`src/rtl/oavs_pkg.sv`:
```
//------------------------------------------------------------------------------
// Obstacle avoidance velocity supervisor: package
// Constants, mode codes, interface structures and arithmetic helpers.
//------------------------------------------------------------------------------
package oavs_pkg;

    localparam int RANGE_MAX_MM = 2000;
    localparam int STALE_MS     = 200;
    localparam int SPEED_LIMIT  = 300;
    localparam int PUSH_MAX     = 200;
    localparam int SLEW_CAP     = 16384;

    localparam int NUM_SENSORS  = 4;
    localparam int SENS_FRONT   = 0;
    localparam int SENS_LEFT    = 1;
    localparam int SENS_RIGHT   = 2;
    localparam int SENS_BACK    = 3;

    localparam int TIME_W       = 32;
    localparam int RAW_W        = 16;
    localparam int MM_W         = 11;
    localparam int FILT_W       = 15;
    localparam int VEL_W        = 13;
    localparam int CMD_W        = 10;
    localparam int HOLD_W       = 16;
    localparam int STEP_W       = 15;
    localparam int PUSH_W       = 8;
    localparam int MODE_W       = 3;
    localparam int CFG_ADDR_W   = 3;
    localparam int CFG_DATA_W   = 16;

    localparam logic [FILT_W-1:0] FILT_RESET = FILT_W'(RANGE_MAX_MM * 16);

    localparam logic [CFG_ADDR_W-1:0] CFG_ENABLE      = 3'd0;
    localparam logic [CFG_ADDR_W-1:0] CFG_FRONT_ENTER = 3'd1;
    localparam logic [CFG_ADDR_W-1:0] CFG_FRONT_CLEAR = 3'd2;
    localparam logic [CFG_ADDR_W-1:0] CFG_SIDE_ENTER  = 3'd3;
    localparam logic [CFG_ADDR_W-1:0] CFG_SIDE_CLEAR  = 3'd4;
    localparam logic [CFG_ADDR_W-1:0] CFG_BACK_ENTER  = 3'd5;
    localparam logic [CFG_ADDR_W-1:0] CFG_BACK_CLEAR  = 3'd6;
    localparam logic [CFG_ADDR_W-1:0] CFG_CLEAR_HOLD  = 3'd7;

    localparam logic [MODE_W-1:0] MODE_NORMAL   = 3'd0;
    localparam logic [MODE_W-1:0] MODE_SIDE     = 3'd1;
    localparam logic [MODE_W-1:0] MODE_FRONT    = 3'd2;
    localparam logic [MODE_W-1:0] MODE_REAR     = 3'd3;
    localparam logic [MODE_W-1:0] MODE_CLEARING = 3'd4;

    typedef enum logic [4:0] {
        ST_NORMAL   = 5'b00001,
        ST_SIDE     = 5'b00010,
        ST_FRONT    = 5'b00100,
        ST_REAR     = 5'b01000,
        ST_CLEARING = 5'b10000
    } oavs_state_t;

    typedef struct packed {
        logic              enable;
        logic [MM_W-1:0]   front_enter;
        logic [MM_W-1:0]   front_clear;
        logic [MM_W-1:0]   side_enter;
        logic [MM_W-1:0]   side_clear;
        logic [MM_W-1:0]   back_enter;
        logic [MM_W-1:0]   back_clear;
        logic [HOLD_W-1:0] clear_hold;
    } oavs_cfg_t;

    typedef struct packed {
        oavs_state_t              state;
        logic                     side_right;
        logic                     load_prev;
        logic [FILT_W-1:0]        front;
        logic [FILT_W-1:0]        back;
        logic [FILT_W-1:0]        side;
        logic signed [VEL_W-1:0]  vx_in;
        logic signed [VEL_W-1:0]  vy_in;
        logic [STEP_W-1:0]        step;
    } oavs_cmd_req_t;

    function automatic logic [MODE_W-1:0] mode_code(input oavs_state_t st);
        logic [MODE_W-1:0] code;
        case (st)
            ST_SIDE:     code = MODE_SIDE;
            ST_FRONT:    code = MODE_FRONT;
            ST_REAR:     code = MODE_REAR;
            ST_CLEARING: code = MODE_CLEARING;
            default:     code = MODE_NORMAL;
        endcase
        return code;
    endfunction

    // Push in mm/s from an error in 1/16 mm: whole millimetres, capped.
    function automatic logic [PUSH_W-1:0] push_mag(input logic signed [FILT_W:0] err);
        logic [FILT_W-5:0] whole;
        logic [PUSH_W-1:0] res;
        whole = err[FILT_W-1:4];
        if (err <= 0) begin
            res = '0;
        end else if (whole > PUSH_MAX) begin
            res = PUSH_W'(PUSH_MAX);
        end else begin
            res = whole[PUSH_W-1:0];
        end
        return res;
    endfunction

    function automatic logic signed [CMD_W-1:0] clamp_cmd(input logic signed [VEL_W:0] v);
        logic signed [CMD_W-1:0] res;
        if (v > SPEED_LIMIT) begin
            res = CMD_W'(SPEED_LIMIT);
        end else if (v < -SPEED_LIMIT) begin
            res = CMD_W'(-SPEED_LIMIT);
        end else begin
            res = v[CMD_W-1:0];
        end
        return res;
    endfunction

endpackage

```
`src/rtl/obstacle_avoid_velocity_supervisor.sv`:
```
// A tick's accepted beat is registered in the lane stage, then in the mode stage
// and then in the command stage, whose register offers the result.
// Throughput: one tick per cycle while the result channel does not stall; each
// of the three stages holds its item until the next stage is free, so the output
// register stalls only what is behind it. The sensor lanes (while enabled), the
// mode register and the lateral command register each update once per tick.
// Reset (aresetn low, synchronous) empties the pipeline and restores control state.
//------------------------------------------------------------------------------
// Obstacle avoidance velocity supervisor
// Four sensor lanes filter the ranges side by side, a merge stage runs the
// avoidance mode machine and a command stage forms the clamped velocities.
//------------------------------------------------------------------------------
module obstacle_avoid_velocity_supervisor (
    input  logic                                aclk,
    input  logic                                aresetn,
    input  logic                                cfg_wr_en,
    input  logic [oavs_pkg::CFG_ADDR_W-1:0]     cfg_addr,
    input  logic [oavs_pkg::CFG_DATA_W-1:0]     cfg_wdata,
    input  logic                                s_tvalid,
    output logic                                s_tready,
    // now_ms[31:0], front_raw[47:32], left_raw[63:48], right_raw[79:64],
    // back_raw[95:80], deck_ready[96], vx_in[109:97], vy_in[122:110]
    input  logic [127:0]                        s_tdata,
    output logic                                m_tvalid,
    input  logic                                m_tready,
    // vx_out[9:0], vy_out[19:10], mode[22:20]
    output logic [23:0]                         m_tdata,
    // take_over[0]
    output logic                                m_tuser
);

    localparam int NS = oavs_pkg::NUM_SENSORS;

    oavs_pkg::oavs_cfg_t                    cfg_reg;
    logic                                   v1_reg;
    logic                                   v2_reg;
    logic                                   v3_reg;
    logic [oavs_pkg::TIME_W-1:0]            last_tick_reg;
    logic [oavs_pkg::TIME_W-1:0]            now1_reg;
    logic                                   deck1_reg;
    logic signed [oavs_pkg::VEL_W-1:0]      vx1_reg;
    logic signed [oavs_pkg::VEL_W-1:0]      vy1_reg;
    logic [oavs_pkg::STEP_W-1:0]            step1_reg;
    logic [oavs_pkg::STEP_W-1:0]            step_next;

    logic [oavs_pkg::TIME_W-1:0]            in_now;
    logic [NS-1:0][oavs_pkg::RAW_W-1:0]     in_raw;
    logic [oavs_pkg::TIME_W-1:0]            dt;
    logic                                   in_fire;
    logic                                   move1;
    logic                                   move2;
    logic                                   rdy2;
    logic                                   rdy3;
    logic                                   active;
    logic [NS-1:0][oavs_pkg::FILT_W-1:0]    ranges;
    logic [NS-1:0]                          fresh;
    oavs_pkg::oavs_cmd_req_t                req;
    logic                                   take_over;
    logic signed [oavs_pkg::CMD_W-1:0]      vx_out;
    logic signed [oavs_pkg::CMD_W-1:0]      vy_out;
    logic [oavs_pkg::MODE_W-1:0]            mode;

    assign in_now = s_tdata[31:0];
    assign in_raw[oavs_pkg::SENS_FRONT] = s_tdata[47:32];
    assign in_raw[oavs_pkg::SENS_LEFT]  = s_tdata[63:48];
    assign in_raw[oavs_pkg::SENS_RIGHT] = s_tdata[79:64];
    assign in_raw[oavs_pkg::SENS_BACK]  = s_tdata[95:80];

    assign rdy3     = !v3_reg || m_tready;
    assign move2    = v2_reg && rdy3;
    assign rdy2     = !v2_reg || rdy3;
    assign move1    = v1_reg && rdy2;
    assign s_tready = !v1_reg || rdy2;
    assign in_fire  = s_tvalid && s_tready;

    always_comb begin
        dt = in_now - last_tick_reg;
        if (dt >= oavs_pkg::TIME_W'(oavs_pkg::SLEW_CAP / 2)) begin
            step_next = oavs_pkg::STEP_W'(oavs_pkg::SLEW_CAP);
        end else begin
            step_next = {dt[oavs_pkg::STEP_W-2:0], 1'b0};
        end
    end

    always_ff @(posedge aclk) begin
        if (!aresetn) begin
            cfg_reg.enable      <= 1'b0;
            cfg_reg.front_enter <= 11'd400;
            cfg_reg.front_clear <= 11'd550;
            cfg_reg.side_enter  <= 11'd300;
            cfg_reg.side_clear  <= 11'd450;
            cfg_reg.back_enter  <= 11'd300;
            cfg_reg.back_clear  <= 11'd450;
            cfg_reg.clear_hold  <= 16'd300;
        end else if (cfg_wr_en) begin
            case (cfg_addr)
                oavs_pkg::CFG_ENABLE:      cfg_reg.enable      <= cfg_wdata[0];
                oavs_pkg::CFG_FRONT_ENTER: cfg_reg.front_enter <= cfg_wdata[10:0];
                oavs_pkg::CFG_FRONT_CLEAR: cfg_reg.front_clear <= cfg_wdata[10:0];
                oavs_pkg::CFG_SIDE_ENTER:  cfg_reg.side_enter  <= cfg_wdata[10:0];
                oavs_pkg::CFG_SIDE_CLEAR:  cfg_reg.side_clear  <= cfg_wdata[10:0];
                oavs_pkg::CFG_BACK_ENTER:  cfg_reg.back_enter  <= cfg_wdata[10:0];
                oavs_pkg::CFG_BACK_CLEAR:  cfg_reg.back_clear  <= cfg_wdata[10:0];
                oavs_pkg::CFG_CLEAR_HOLD:  cfg_reg.clear_hold  <= cfg_wdata;
                default: begin
                end
            endcase
        end
    end

    always_ff @(posedge aclk) begin
        if (!aresetn) begin
            v1_reg        <= 1'b0;
            v2_reg        <= 1'b0;
            v3_reg        <= 1'b0;
            last_tick_reg <= '0;
        end else begin
            if (in_fire) begin
                v1_reg        <= 1'b1;
                last_tick_reg <= in_now;
            end else if (move1) begin
                v1_reg <= 1'b0;
            end
            if (move1) begin
                v2_reg <= 1'b1;
            end else if (move2) begin
                v2_reg <= 1'b0;
            end
            if (move2) begin
                v3_reg <= 1'b1;
            end else if (m_tready) begin
                v3_reg <= 1'b0;
            end
        end
    end

    always_ff @(posedge aclk) begin
        if (in_fire) begin
            now1_reg  <= in_now;
            deck1_reg <= s_tdata[96];
            vx1_reg   <= s_tdata[109:97];
            vy1_reg   <= s_tdata[122:110];
            step1_reg <= step_next;
        end
    end

    for (genvar k = 0; k < NS; k++) begin : g_lane
        oavs_lane u_lane (
            .aclk    (aclk),
            .aresetn (aresetn),
            .upd     (in_fire && cfg_reg.enable),
            .now     (in_now),
            .raw     (in_raw[k]),
            .filt    (ranges[k]),
            .fresh   (fresh[k])
        );
    end

    assign active = cfg_reg.enable && deck1_reg && (|fresh);

    oavs_mode u_mode (
        .aclk    (aclk),
        .aresetn (aresetn),
        .advance (move1),
        .active  (active),
        .now     (now1_reg),
        .ranges  (ranges),
        .vx_in   (vx1_reg),
        .vy_in   (vy1_reg),
        .step    (step1_reg),
        .cfg     (cfg_reg),
        .req     (req)
    );

    oavs_cmd u_cmd (
        .aclk      (aclk),
        .aresetn   (aresetn),
        .advance   (move2),
        .req       (req),
        .cfg       (cfg_reg),
        .take_over (take_over),
        .vx_out    (vx_out),
        .vy_out    (vy_out),
        .mode      (mode)
    );

    assign m_tvalid = v3_reg;
    assign m_tdata  = {1'b0, mode, vy_out, vx_out};
    assign m_tuser  = take_over;

endmodule

```
`src/rtl/oavs_lane.sv`:
```
//------------------------------------------------------------------------------
// Obstacle avoidance velocity supervisor: sensor lane
// Clamps and low-passes one range reading and tracks its freshness.
//------------------------------------------------------------------------------
module oavs_lane (
    input  logic                               aclk,
    input  logic                               aresetn,
    input  logic                               upd,
    input  logic [oavs_pkg::TIME_W-1:0]        now,
    input  logic [oavs_pkg::RAW_W-1:0]         raw,
    output logic [oavs_pkg::FILT_W-1:0]        filt,
    output logic                               fresh
);

    logic [oavs_pkg::FILT_W-1:0] filt_reg;
    logic [oavs_pkg::FILT_W-1:0] filt_next;
    logic [oavs_pkg::TIME_W-1:0] seen_reg;
    logic                        fresh_reg;
    logic                        fresh_next;
    logic [oavs_pkg::MM_W-1:0]   raw_mm;
    logic signed [oavs_pkg::FILT_W:0] diff;
    logic signed [oavs_pkg::FILT_W:0] step;
    logic [oavs_pkg::TIME_W-1:0] age;

    always_comb begin
        raw_mm     = (raw > oavs_pkg::RANGE_MAX_MM) ? oavs_pkg::MM_W'(oavs_pkg::RANGE_MAX_MM)
                                                    : raw[oavs_pkg::MM_W-1:0];
        diff       = $signed({1'b0, raw_mm, 4'b0000}) - $signed({1'b0, filt_reg});
        step       = diff >>> 2;
        filt_next  = oavs_pkg::FILT_W'($signed({1'b0, filt_reg}) + step);
        age        = now - seen_reg;
        fresh_next = (raw != '0) || (age <= oavs_pkg::STALE_MS);
    end

    always_ff @(posedge aclk) begin
        if (!aresetn) begin
            filt_reg  <= oavs_pkg::FILT_RESET;
            seen_reg  <= '0;
            fresh_reg <= 1'b0;
        end else if (upd) begin
            if (raw != '0) begin
                filt_reg <= filt_next;
                seen_reg <= now;
            end
            fresh_reg <= fresh_next;
        end
    end

    assign filt  = filt_reg;
    assign fresh = fresh_reg;

endmodule

```
`src/rtl/oavs_mode.sv`:
```
//------------------------------------------------------------------------------
// Obstacle avoidance velocity supervisor: mode merge
// Combines the lane ranges into the avoidance mode with hysteresis and a
// debounced release, and registers the request for the command stage.
//------------------------------------------------------------------------------
module oavs_mode (
    input  logic                                           aclk,
    input  logic                                           aresetn,
    input  logic                                           advance,
    input  logic                                           active,
    input  logic [oavs_pkg::TIME_W-1:0]                    now,
    input  logic [oavs_pkg::NUM_SENSORS-1:0][oavs_pkg::FILT_W-1:0] ranges,
    input  logic signed [oavs_pkg::VEL_W-1:0]              vx_in,
    input  logic signed [oavs_pkg::VEL_W-1:0]              vy_in,
    input  logic [oavs_pkg::STEP_W-1:0]                    step,
    input  oavs_pkg::oavs_cfg_t                            cfg,
    output oavs_pkg::oavs_cmd_req_t                        req
);

    oavs_pkg::oavs_state_t       state_reg;
    oavs_pkg::oavs_state_t       state_next;
    logic                        side_right_reg;
    logic                        side_right_next;
    logic                        timing_reg;
    logic                        timing_next;
    logic [oavs_pkg::TIME_W-1:0] start_reg;
    logic [oavs_pkg::TIME_W-1:0] start_next;
    oavs_pkg::oavs_cmd_req_t     req_reg;
    oavs_pkg::oavs_cmd_req_t     req_next;

    logic [oavs_pkg::FILT_W-1:0] f;
    logic [oavs_pkg::FILT_W-1:0] l;
    logic [oavs_pkg::FILT_W-1:0] r;
    logic [oavs_pkg::FILT_W-1:0] b;
    logic [oavs_pkg::FILT_W-1:0] near;
    logic [oavs_pkg::FILT_W-1:0] fe16;
    logic [oavs_pkg::FILT_W-1:0] fc16;
    logic [oavs_pkg::FILT_W-1:0] se16;
    logic [oavs_pkg::FILT_W-1:0] sc16;
    logic [oavs_pkg::FILT_W-1:0] be16;
    logic [oavs_pkg::FILT_W-1:0] bc16;
    logic                        release_ok;
    logic                        load_prev;

    always_comb begin
        f    = ranges[oavs_pkg::SENS_FRONT];
        l    = ranges[oavs_pkg::SENS_LEFT];
        r    = ranges[oavs_pkg::SENS_RIGHT];
        b    = ranges[oavs_pkg::SENS_BACK];
        fe16 = {cfg.front_enter, 4'b0000};
        fc16 = {cfg.front_clear, 4'b0000};
        se16 = {cfg.side_enter, 4'b0000};
        sc16 = {cfg.side_clear, 4'b0000};
        be16 = {cfg.back_enter, 4'b0000};
        bc16 = {cfg.back_clear, 4'b0000};

        state_next      = state_reg;
        side_right_next = side_right_reg;
        timing_next     = timing_reg;
        start_next      = start_reg;
        release_ok      = 1'b0;
        load_prev       = 1'b0;

        if (active) begin
            if (state_next == oavs_pkg::ST_NORMAL) begin
                if (f < fe16) begin
                    state_next  = oavs_pkg::ST_FRONT;
                    timing_next = 1'b0;
                end else if (b < be16) begin
                    state_next  = oavs_pkg::ST_REAR;
                    timing_next = 1'b0;
                end else if (r < se16) begin
                    state_next      = oavs_pkg::ST_SIDE;
                    side_right_next = 1'b1;
                    timing_next     = 1'b0;
                end else if (l < se16) begin
                    state_next      = oavs_pkg::ST_SIDE;
                    side_right_next = 1'b0;
                    timing_next     = 1'b0;
                end
            end
            if (state_next == oavs_pkg::ST_SIDE && f < fe16) begin
                state_next  = oavs_pkg::ST_FRONT;
                timing_next = 1'b0;
            end

            case (state_next)
                oavs_pkg::ST_FRONT: release_ok = f > fc16;
                oavs_pkg::ST_REAR:  release_ok = b > bc16;
                oavs_pkg::ST_SIDE:  release_ok = ((side_right_next ? r : l) > sc16)
                                                 && (f > fe16) && (b > be16);
                default:            release_ok = 1'b0;
            endcase

            case (state_next)
                oavs_pkg::ST_FRONT, oavs_pkg::ST_REAR, oavs_pkg::ST_SIDE: begin
                    if (release_ok) begin
                        if (!timing_next) begin
                            timing_next = 1'b1;
                            start_next  = now;
                        end
                        if ((now - start_next) >= oavs_pkg::TIME_W'(cfg.clear_hold)) begin
                            state_next  = oavs_pkg::ST_CLEARING;
                            timing_next = 1'b0;
                        end
                    end else begin
                        timing_next = 1'b0;
                    end
                end
                oavs_pkg::ST_CLEARING: begin
                    state_next = oavs_pkg::ST_NORMAL;
                    load_prev  = 1'b1;
                end
                default: begin
                end
            endcase
        end else begin
            state_next = oavs_pkg::ST_NORMAL;
        end

        near                = side_right_next ? r : l;
        req_next.state      = state_next;
        req_next.side_right = side_right_next;
        req_next.load_prev  = load_prev;
        req_next.front      = f;
        req_next.back       = b;
        req_next.side       = near;
        req_next.vx_in      = vx_in;
        req_next.vy_in      = vy_in;
        req_next.step       = step;
    end

    always_ff @(posedge aclk) begin
        if (!aresetn) begin
            state_reg      <= oavs_pkg::ST_NORMAL;
            side_right_reg <= 1'b0;
            timing_reg     <= 1'b0;
            start_reg      <= '0;
        end else if (advance) begin
            state_reg      <= state_next;
            side_right_reg <= side_right_next;
            timing_reg     <= timing_next;
            start_reg      <= start_next;
        end
    end

    always_ff @(posedge aclk) begin
        if (advance) begin
            req_reg <= req_next;
        end
    end

    assign req = req_reg;

endmodule

```
`src/rtl/oavs_cmd.sv`:
```
//------------------------------------------------------------------------------
// Obstacle avoidance velocity supervisor: command stage
// Forms the override velocities, slews the side push and clamps the result.
//------------------------------------------------------------------------------
module oavs_cmd (
    input  logic                                  aclk,
    input  logic                                  aresetn,
    input  logic                                  advance,
    input  oavs_pkg::oavs_cmd_req_t               req,
    input  oavs_pkg::oavs_cfg_t                   cfg,
    output logic                                  take_over,
    output logic signed [oavs_pkg::CMD_W-1:0]     vx_out,
    output logic signed [oavs_pkg::CMD_W-1:0]     vy_out,
    output logic [oavs_pkg::MODE_W-1:0]           mode
);

    localparam int VW = oavs_pkg::VEL_W;

    logic signed [VW-1:0]                 prev_reg;
    logic signed [VW-1:0]                 prev_next;
    logic                                 take_reg;
    logic signed [oavs_pkg::CMD_W-1:0]    vx_reg;
    logic signed [oavs_pkg::CMD_W-1:0]    vy_reg;
    logic [oavs_pkg::MODE_W-1:0]          mode_reg;

    logic signed [oavs_pkg::FILT_W:0]     err_f;
    logic signed [oavs_pkg::FILT_W:0]     err_b;
    logic signed [oavs_pkg::FILT_W:0]     err_s;
    logic [oavs_pkg::PUSH_W-1:0]          push_f;
    logic [oavs_pkg::PUSH_W-1:0]          push_b;
    logic [oavs_pkg::PUSH_W-1:0]          push_s;
    logic signed [VW:0]                   vx_ext;
    logic signed [VW:0]                   vy_ext;
    logic signed [VW:0]                   vx_sel;
    logic signed [VW:0]                   vy_sel;
    logic signed [VW:0]                   push_ext;
    logic signed [VW-1:0]                 target;
    logic signed [VW:0]                   gap;
    logic signed [VW+2:0]                 gap_w;
    logic signed [VW+2:0]                 step_w;
    logic signed [VW+2:0]                 prev_w;
    logic signed [VW-1:0]                 slewed;
    logic                                 take;

    always_comb begin
        err_f  = $signed({1'b0, cfg.front_clear, 4'b0000}) - $signed({1'b0, req.front});
        err_b  = $signed({1'b0, cfg.back_clear, 4'b0000}) - $signed({1'b0, req.back});
        err_s  = $signed({1'b0, cfg.side_clear, 4'b0000}) - $signed({1'b0, req.side});
        push_f = oavs_pkg::push_mag(err_f);
        push_b = oavs_pkg::push_mag(err_b);
        push_s = oavs_pkg::push_mag(err_s);
        vx_ext = {req.vx_in[VW-1], req.vx_in};
        vy_ext = {req.vy_in[VW-1], req.vy_in};

        if (err_s > 0) begin
            target = req.side_right ? $signed(VW'(push_s)) : -$signed(VW'(push_s));
        end else begin
            target = req.vy_in;
        end
        gap    = $signed({target[VW-1], target}) - $signed({prev_reg[VW-1], prev_reg});
        gap_w  = {{2{gap[VW]}}, gap};
        step_w = $signed({1'b0, req.step});
        prev_w = {{3{prev_reg[VW-1]}}, prev_reg};
        if (gap_w > step_w) begin
            slewed = VW'(prev_w + step_w);
        end else if (gap_w < -step_w) begin
            slewed = VW'(prev_w - step_w);
        end else begin
            slewed = target;
        end

        take      = 1'b0;
        vx_sel    = vx_ext;
        vy_sel    = vy_ext;
        prev_next = prev_reg;
        push_ext  = '0;
        case (req.state)
            oavs_pkg::ST_FRONT: begin
                take     = 1'b1;
                push_ext = -$signed({{(VW+1-oavs_pkg::PUSH_W){1'b0}}, push_f});
                if (vx_ext > 0) begin
                    vx_sel = '0;
                end
                if (push_ext < vx_sel) begin
                    vx_sel = push_ext;
                end
            end
            oavs_pkg::ST_REAR: begin
                take     = 1'b1;
                push_ext = $signed({{(VW+1-oavs_pkg::PUSH_W){1'b0}}, push_b});
                if (vx_ext < 0) begin
                    vx_sel = '0;
                end
                if (push_ext > vx_sel) begin
                    vx_sel = push_ext;
                end
            end
            oavs_pkg::ST_SIDE: begin
                take      = 1'b1;
                vy_sel    = {slewed[VW-1], slewed};
                prev_next = slewed;
            end
            default: begin
                if (req.load_prev) begin
                    prev_next = req.vy_in;
                end
            end
        endcase
    end

    always_ff @(posedge aclk) begin
        if (!aresetn) begin
            prev_reg <= '0;
        end else if (advance) begin
            prev_reg <= prev_next;
        end
    end

    always_ff @(posedge aclk) begin
        if (advance) begin
            take_reg <= take;
            vx_reg   <= take ? oavs_pkg::clamp_cmd(vx_sel) : '0;
            vy_reg   <= take ? oavs_pkg::clamp_cmd(vy_sel) : '0;
            mode_reg <= oavs_pkg::mode_code(req.state);
        end
    end

    assign take_over = take_reg;
    assign vx_out    = vx_reg;
    assign vy_out    = vy_reg;
    assign mode      = mode_reg;

endmodule

```
`config.mk`:
```
export PLATFORM = sky130hd
export DESIGN_NAME = obstacle_avoid_velocity_supervisor
export DESIGN_NICKNAME = d
export VERILOG_FILES = /design/src/rtl/oavs_pkg.sv /design/src/rtl/obstacle_avoid_velocity_supervisor.sv /design/src/rtl/oavs_lane.sv /design/src/rtl/oavs_mode.sv /design/src/rtl/oavs_cmd.sv
export SDC_FILE = /design/constraint.sdc
export NUM_CORES = 2
export LEC_CHECK = 0
export BUFFER_PORTS_ARGS = -buffer_cell sky130_fd_sc_hd__buf_2
export CAP_MARGIN = 10
export CORE_MARGIN = 2
export CORE_UTILIZATION = 53
export DETAILED_ROUTE_END_ITERATION = 7
export GPL_ROUTABILITY_DRIVEN = 0
export PLACE_DENSITY_LB_ADDON = 0.25
export SYNTH_ARGS = -nofsm -noshare
export SYNTH_HDL_FRONTEND = slang
export SYNTH_HIERARCHICAL = 1
export SYNTH_SLANG_ARGS = --single-unit
```
`constraint.sdc`:
```
create_clock -name aclk -period 21.8 [get_ports aclk]
set_clock_uncertainty 0.2 [all_clocks]
set_input_delay 4.36 -clock aclk [delete_from_list [all_inputs] [get_ports aclk]]
set_output_delay 4.36 -clock aclk [all_outputs]
set_load 0.01 [all_outputs]
```
# == Yosys cells after proc, flatten, opt, wreduce, memory -nomap -nowiden ==
# Cells that the tools add are included.
# word_totals
out_inout_bits,27
regBits,553
input_bits,152
# classes
n_reduce_logical,51
order_cmp,36
mux,74
n_bitwise,2
n_eq_ne,17
n_addsub,23
# op_table
cell,count
$sub 32x32->32,6
$le 32x8->1 const B,4
$mux 32,4
$sub 15x15->16,7
$mux 14,7
$gt 15x15->1,5
$mux 13,5
$gt 16x11->1 const B,4
$reduce_bool 16->1,4
$add 15x14->15,4
$lt 15x15->1,4
$mux 5,11
$le 16x1->1 const B,3
$mux 8,6
$mux 11,4
$gt 11x8->1 const B,3
$ge 32x14->1 const B,1
$ge 32x16->1,1
$mux 15,2
$gt 14x10->1 const B,2
$lt 14x10->1 const B,2
$pmux 14 s2,1
$mux 1,26
$pmux 13 s2,1
38 further kinds,86

# == Longest topological paths before layout ==
# logic_depth
depth_word,23
mapped_depth,45

# == Modules after synthesis ==
# Netlist, hierarchy kept.
# by_module_without_submodules
module,area_per_inst_um2,seq_area_each_um2,cells_each,n_inst
oavs_lane at g_lane[1].u_lane ...,5028.6,960.9,684,3
oavs_mode,9721.8,3573.4,1015,1
obstacle_avoid_velocity_supervisor,8854.7,4554.4,950,1
oavs_cmd,8665.8,980.9,1177,1
oavs_lane at g_lane[0].u_lane,4984.8,960.9,669,1

# == Worst setup path after synthesis ==
# Ideal clock, no wire load.
# synth_timing
kind,in2reg
startpoint,input port m_tready
endpoint,register u_mode/start_reg[10] (netlist bit)
path_buffers,0
t_arrival_ps,13527
slack_ps,7945
setup_time_ps,128
stages,6
cell_sequence,nor2b_1 > a21boi_0 > nand2_1 > a21oi_2 > nand2_1 > mux2i_1
# synth_via
elab_chain_cells,4
# synth_lines
item,line_no,source
start: declaration,obstacle_avoid_velocity_supervisor.sv:25,"input logic m_tready,"
$logic_or 1x1->1,obstacle_avoid_velocity_supervisor.sv:69,assign rdy3 = !v3_reg || m_tready;
$logic_or 1x1->1,obstacle_avoid_velocity_supervisor.sv:71,assign rdy2 = !v2_reg || rdy3;
$logic_and 1x1->1,obstacle_avoid_velocity_supervisor.sv:72,assign move1 = v1_reg && rdy2;
net move1,obstacle_avoid_velocity_supervisor.sv:50,logic move1;
$reduce_and 4->1 (no source line),--,
end signal: assignment,oavs_mode.sv:143,start_reg <= start_next;
end: declaration,oavs_mode.sv:26,logic [oavs_pkg::TIME_W-1:0] start_reg;
# The timed path passes the listed nets, and every way through them passes these cells.
# A chain may end at the register's enable or synchronous reset.

# == Worst setup path after layout ==
# layout_timing
startpoint,register u_mode.req_reg (netlist bit u_mode/req[49])
endpoint,register u_cmd.vy_reg (netlist bit u_cmd/vy_out[4]) (data pin)
# layout_via
elab_chain_cells,14
word_cells_on_any_way,19
cone_classes,add/sub (3); order compare (7); mux (8); reduce/logical (1)
# layout_lines
item,line_no,source
start: declaration,oavs_mode.sv:28,oavs_pkg::oavs_cmd_req_t req_reg;
start signal: assignment,oavs_mode.sv:149,req_reg <= req_next;
$sub 15x15->16 *,oavs_cmd.sv:48,"err_s = $signed({1'b0, cfg.side_clear, 4'b0000}) - $signed({1'b0, req.side});"
$gt 11x8->1,oavs_pkg.sv:99,end else if (whole > PUSH_MAX) begin
$mux 8,oavs_pkg.sv:99,
$mux 8,oavs_pkg.sv:97,if (err <= 0) begin
$neg 8->13,oavs_cmd.sv:56,target = req.side_right ? $signed(VW'(push_s)) : -$signed(VW'(push_s));
$mux 13,oavs_cmd.sv:56,
$mux 13 *,oavs_cmd.sv:55,if (err_s > 0) begin
$sub 13x13->14,oavs_cmd.sv:60,"gap = $signed({target[VW-1], target}) - $signed({prev_reg[VW-1], prev_reg});"
$lt 14x16->1,oavs_cmd.sv:66,end else if (gap_w < -step_w) begin
$mux 13,oavs_cmd.sv:66,
$mux 13 *,oavs_cmd.sv:64,if (gap_w > step_w) begin
$mux 14 *,oavs_cmd.sv:77,case (req.state)
$lt 14x10->1 or $gt 14x10->1 (tied branches),"oavs_pkg.sv:111, oavs_pkg.sv:109",
$mux 10 or $reduce_or 2->1 (tied branches),--,
end signal: assignment,oavs_cmd.sv:123,vy_reg <= take ? oavs_pkg::clamp_cmd(vy_sel) : '0;
end: declaration,oavs_cmd.sv:23,logic signed [oavs_pkg::CMD_W-1:0] vy_reg;
# Every way passes the cells marked *; elsewhere a longest branch is shown, timed or not.

==> results by group <==
Critical path
  • Startpoint Class: flop
  • Critical path arrival: 10.96 ns
  • CP max stage delay: about 1.1 ns
  • CP Max Fanout: 10
  • Crit Path Class: flop to flop
  • Crit-path slowest cell: a2111oi_1
  • Worst EP required: between 20 and 25 ns
  • CP endpoint kind: flop

Clock tree
  • Clock buffer depth: 3
  • Root buf cell: clkbuf_16
  • TritonCTS Buffers: 68
  • # clock sinks: roughly 550
  • Worst-path clk slew: 0.06 ns
  • Hold-fix buffers, CTS: 0
  • # Post-CTS Setup Buffers: 0
  • H-Tree Level Count: 3
  • CTS tree: built
  • Clock latency on the worst-skew pair: approximately 0.64 ns
  • Cts repair resizes: 0

Timing
  • Achievable Freq: a little over 90 MHz
  • Post-layout min period: 10.81 ns
  • Final setup vio count: 0
  • Fin. Hold Viols: 0
  • Setup TNS: 0 ns
  • RSZ-0062 raised after global routing: no
  • Rel. slew slack: between 10% and 20%
  • Fin crit share: 49.6%
  • Worst slew pin tran: 1.25 ns
  • Max Slew Vio Count: 0

Finish
  • Final Util: around 58%
  • Number of flip-flops under the largest register name: between 100 and 150
  • Fill cells: 8148
  • Nets: roughly 6600
  • Ratio of cells with drive above 1 in the final layout: 8.76%
  • Area Growth Syn to Fin: 8.19%

Synth
  • Synth Cell Area: ~47000 µm²
  • Mean post-synth cell area: around 8.1 µm²
  • Post-synth top area share: between 10% and 20%
  • Top cells by area, synth: dfxtp_1, ha_1, edfxtp_1
  • YS warnings: 6
  • Flops & latches, synth: 552
  • Most common cell in the netlist: nand2_1
  • Sequential area share after synthesis: between 20 and 30%
  • Library cells used by synthesis: around 140
  • Post-synth EDFFs: between 150 and 200
  • Commonest cells post-synth: nand2_1, ha_1, inv_1
  • Synth Flop Type: dfxtp_1
  • Area leader, netlist: dfxtp_1
  • Ys async rst share: 0%
  • Post-Syn Instances: between 5000 and 6000

Drt
  • Starting DRT DRC Count: 3356
  • Vias: between 40000 and 50000
  • Routed len/inst: ~19 µm
  • Routed vias/inst: around 6
  • DR pass1 iterations: 6
  • Routed Antenna Nets: 0
  • DR DRC count: 0
  • Total length of routed wires: 134000 µm

Global route
  • Grt ovf: 0
  • First-pass GRT wire length: 213000 µm
  • Largest net degree at the start of global routing: between 100 and 150
  • Vias in the first global route: a little over 40000
  • Antenna violations before repair: 6
  • Overall routing resource usage: ~29%

Floorplanning
  • Die Ht: roughly 300 µm
  • FP Rows: around 110
  • I/O pins: between 150 and 200
  • Initial Util: a little over half
  • Core Area: 88400 µm²
  • Die W: 303 µm
  • Die area: slightly above 90000 µm²

Hold path
  • Hold Path Class: flop to flop

Power and ir drop
  • Peak supply drop: 0.0000699 V
  • Total power: approximately 2900 µW
  • Leakage: 0.0207 µW
  • Pwr Density: 56.8 nW/µm²

Run
  • Max Cap Violations: 0

Outcome
  • Outcome: complete, no violations

Place
  • DP HPWL: 98900 µm
  • IO buf count: between 150 and 200
layer usage:
| metal | track usage (%) | wire, µm |
|---|---|---|
| met1 | 37.2 | 58000 |
| met2 | 47.4 | 60700 |
| met3 | 3.85 | 8380 |
| met4 | 13.3 | 6740 |
| met5 | 0 | 0 |
stage by stage:
step	area, µm²	hold WS, ns	setup WS [ns]	std cells
global placement	49000	0.203	11.46	7022
detailed placement	49000	0.205	11.47	7022
finish	51200	0.218	10.99	7149
floorplan	47300	0.200	7.94	5864
CTS	51200	0.217	11.37	7145
global route	51200	0.224	10.48	7147
cell type report:
class	count	area (µm²)	share of cell area (%)
Antenna cell	3	7.51	0.0147
Clock buffer	89	1860	3.64
Clock inverter	34	349	0.682
Inverter	484	1820	3.55
Multi-Input combinational cell	4615	31600	61.7
Sequential cell	552	13000	25.3
Tap cell	1165	1460	2.85
Timing Repair Buffer	207	1130	2.21
worst max-delay path: cells and delay by family (launching register included):
family / cells / cell delay [ns]
XOR/XNOR: 1 / 0.11
adder cells (fa/ha/maj): 4 / 1.33
AND/OR/NAND/NOR: 14 / 2.49
buffers and inverters: 1 / 0.05
AO/OA/AOI/OAI: 20 / 5.99
flip-flops: 1 / 0.35
logic make-up after synthesis:
group | after synthesis | share of synthesized area, %
buf+inv | 697 | 5.93
xor+xnor | 230 | 4.26
other cells | 1 | 0.00793
compound gates | 1652 | 24.9
flops | 552 | 27.4
simple gates | 2108 | 21.4
fa+ha+maj | 513 | 13.7
mux | 110 | 2.43
layout by cell type, fill, tap and decap left out, types with 69 or more instances in the layout:
cell	count
and2_1	80
o21ai_0	191
inv_1	479
o211ai_1	79
mux2i_1	73
nor2b_1	73
xnor2_1	140
clkbuf_16	69
o21a_1	71
nor3_1	109
nand2_1	883
nor2_1	354
a21oi_1	350
a211oi_1	74
buf_2	171
nand3_1	170
ha_1	502
nand4_1	76
a21boi_0	98
dfxtp_1	362
a21boi_1	145
a21o_1	84
xor2_1	90
edfxtp_1	190
power by group:
| part | switching [µW] | internal, µW | leakage, µW | total [µW] |
|---|---|---|---|---|
| Combinational | 400 | 260 | 0.0149 | 660 |
| Sequential | 20.0 | 1090 | 0.00472 | 1110 |
| Clock | 477 | 657 | 0.00107 | 1130 |
| Total | 896 | 2010 | 0.0207 | 2910 |
final timing paths:
| kind | from | endpoint | slack (ns) | cells past startpoint |
|---|---|---|---|---|
| worst min-delay path | vx1_reg[0]$_DFFE_PP_ | u_mode/req[28]$_DFFE_PP_ | 0.22 | 0 |
| worst min register to register | vx1_reg[0]$_DFFE_PP_ | u_mode/req[28]$_DFFE_PP_ | 0.22 | 0 |
| worst max-delay path | u_mode/req[49]$_DFFE_PP_ | u_cmd/vy_out[4]$_SDFFCE_PP0P_ | 10.99 | 40 |
| worst max register to register | u_mode/req[49]$_DFFE_PP_ | u_cmd/vy_out[4]$_SDFFCE_PP0P_ | 10.99 | 40 |
Power figures use the tool's default switching activity.
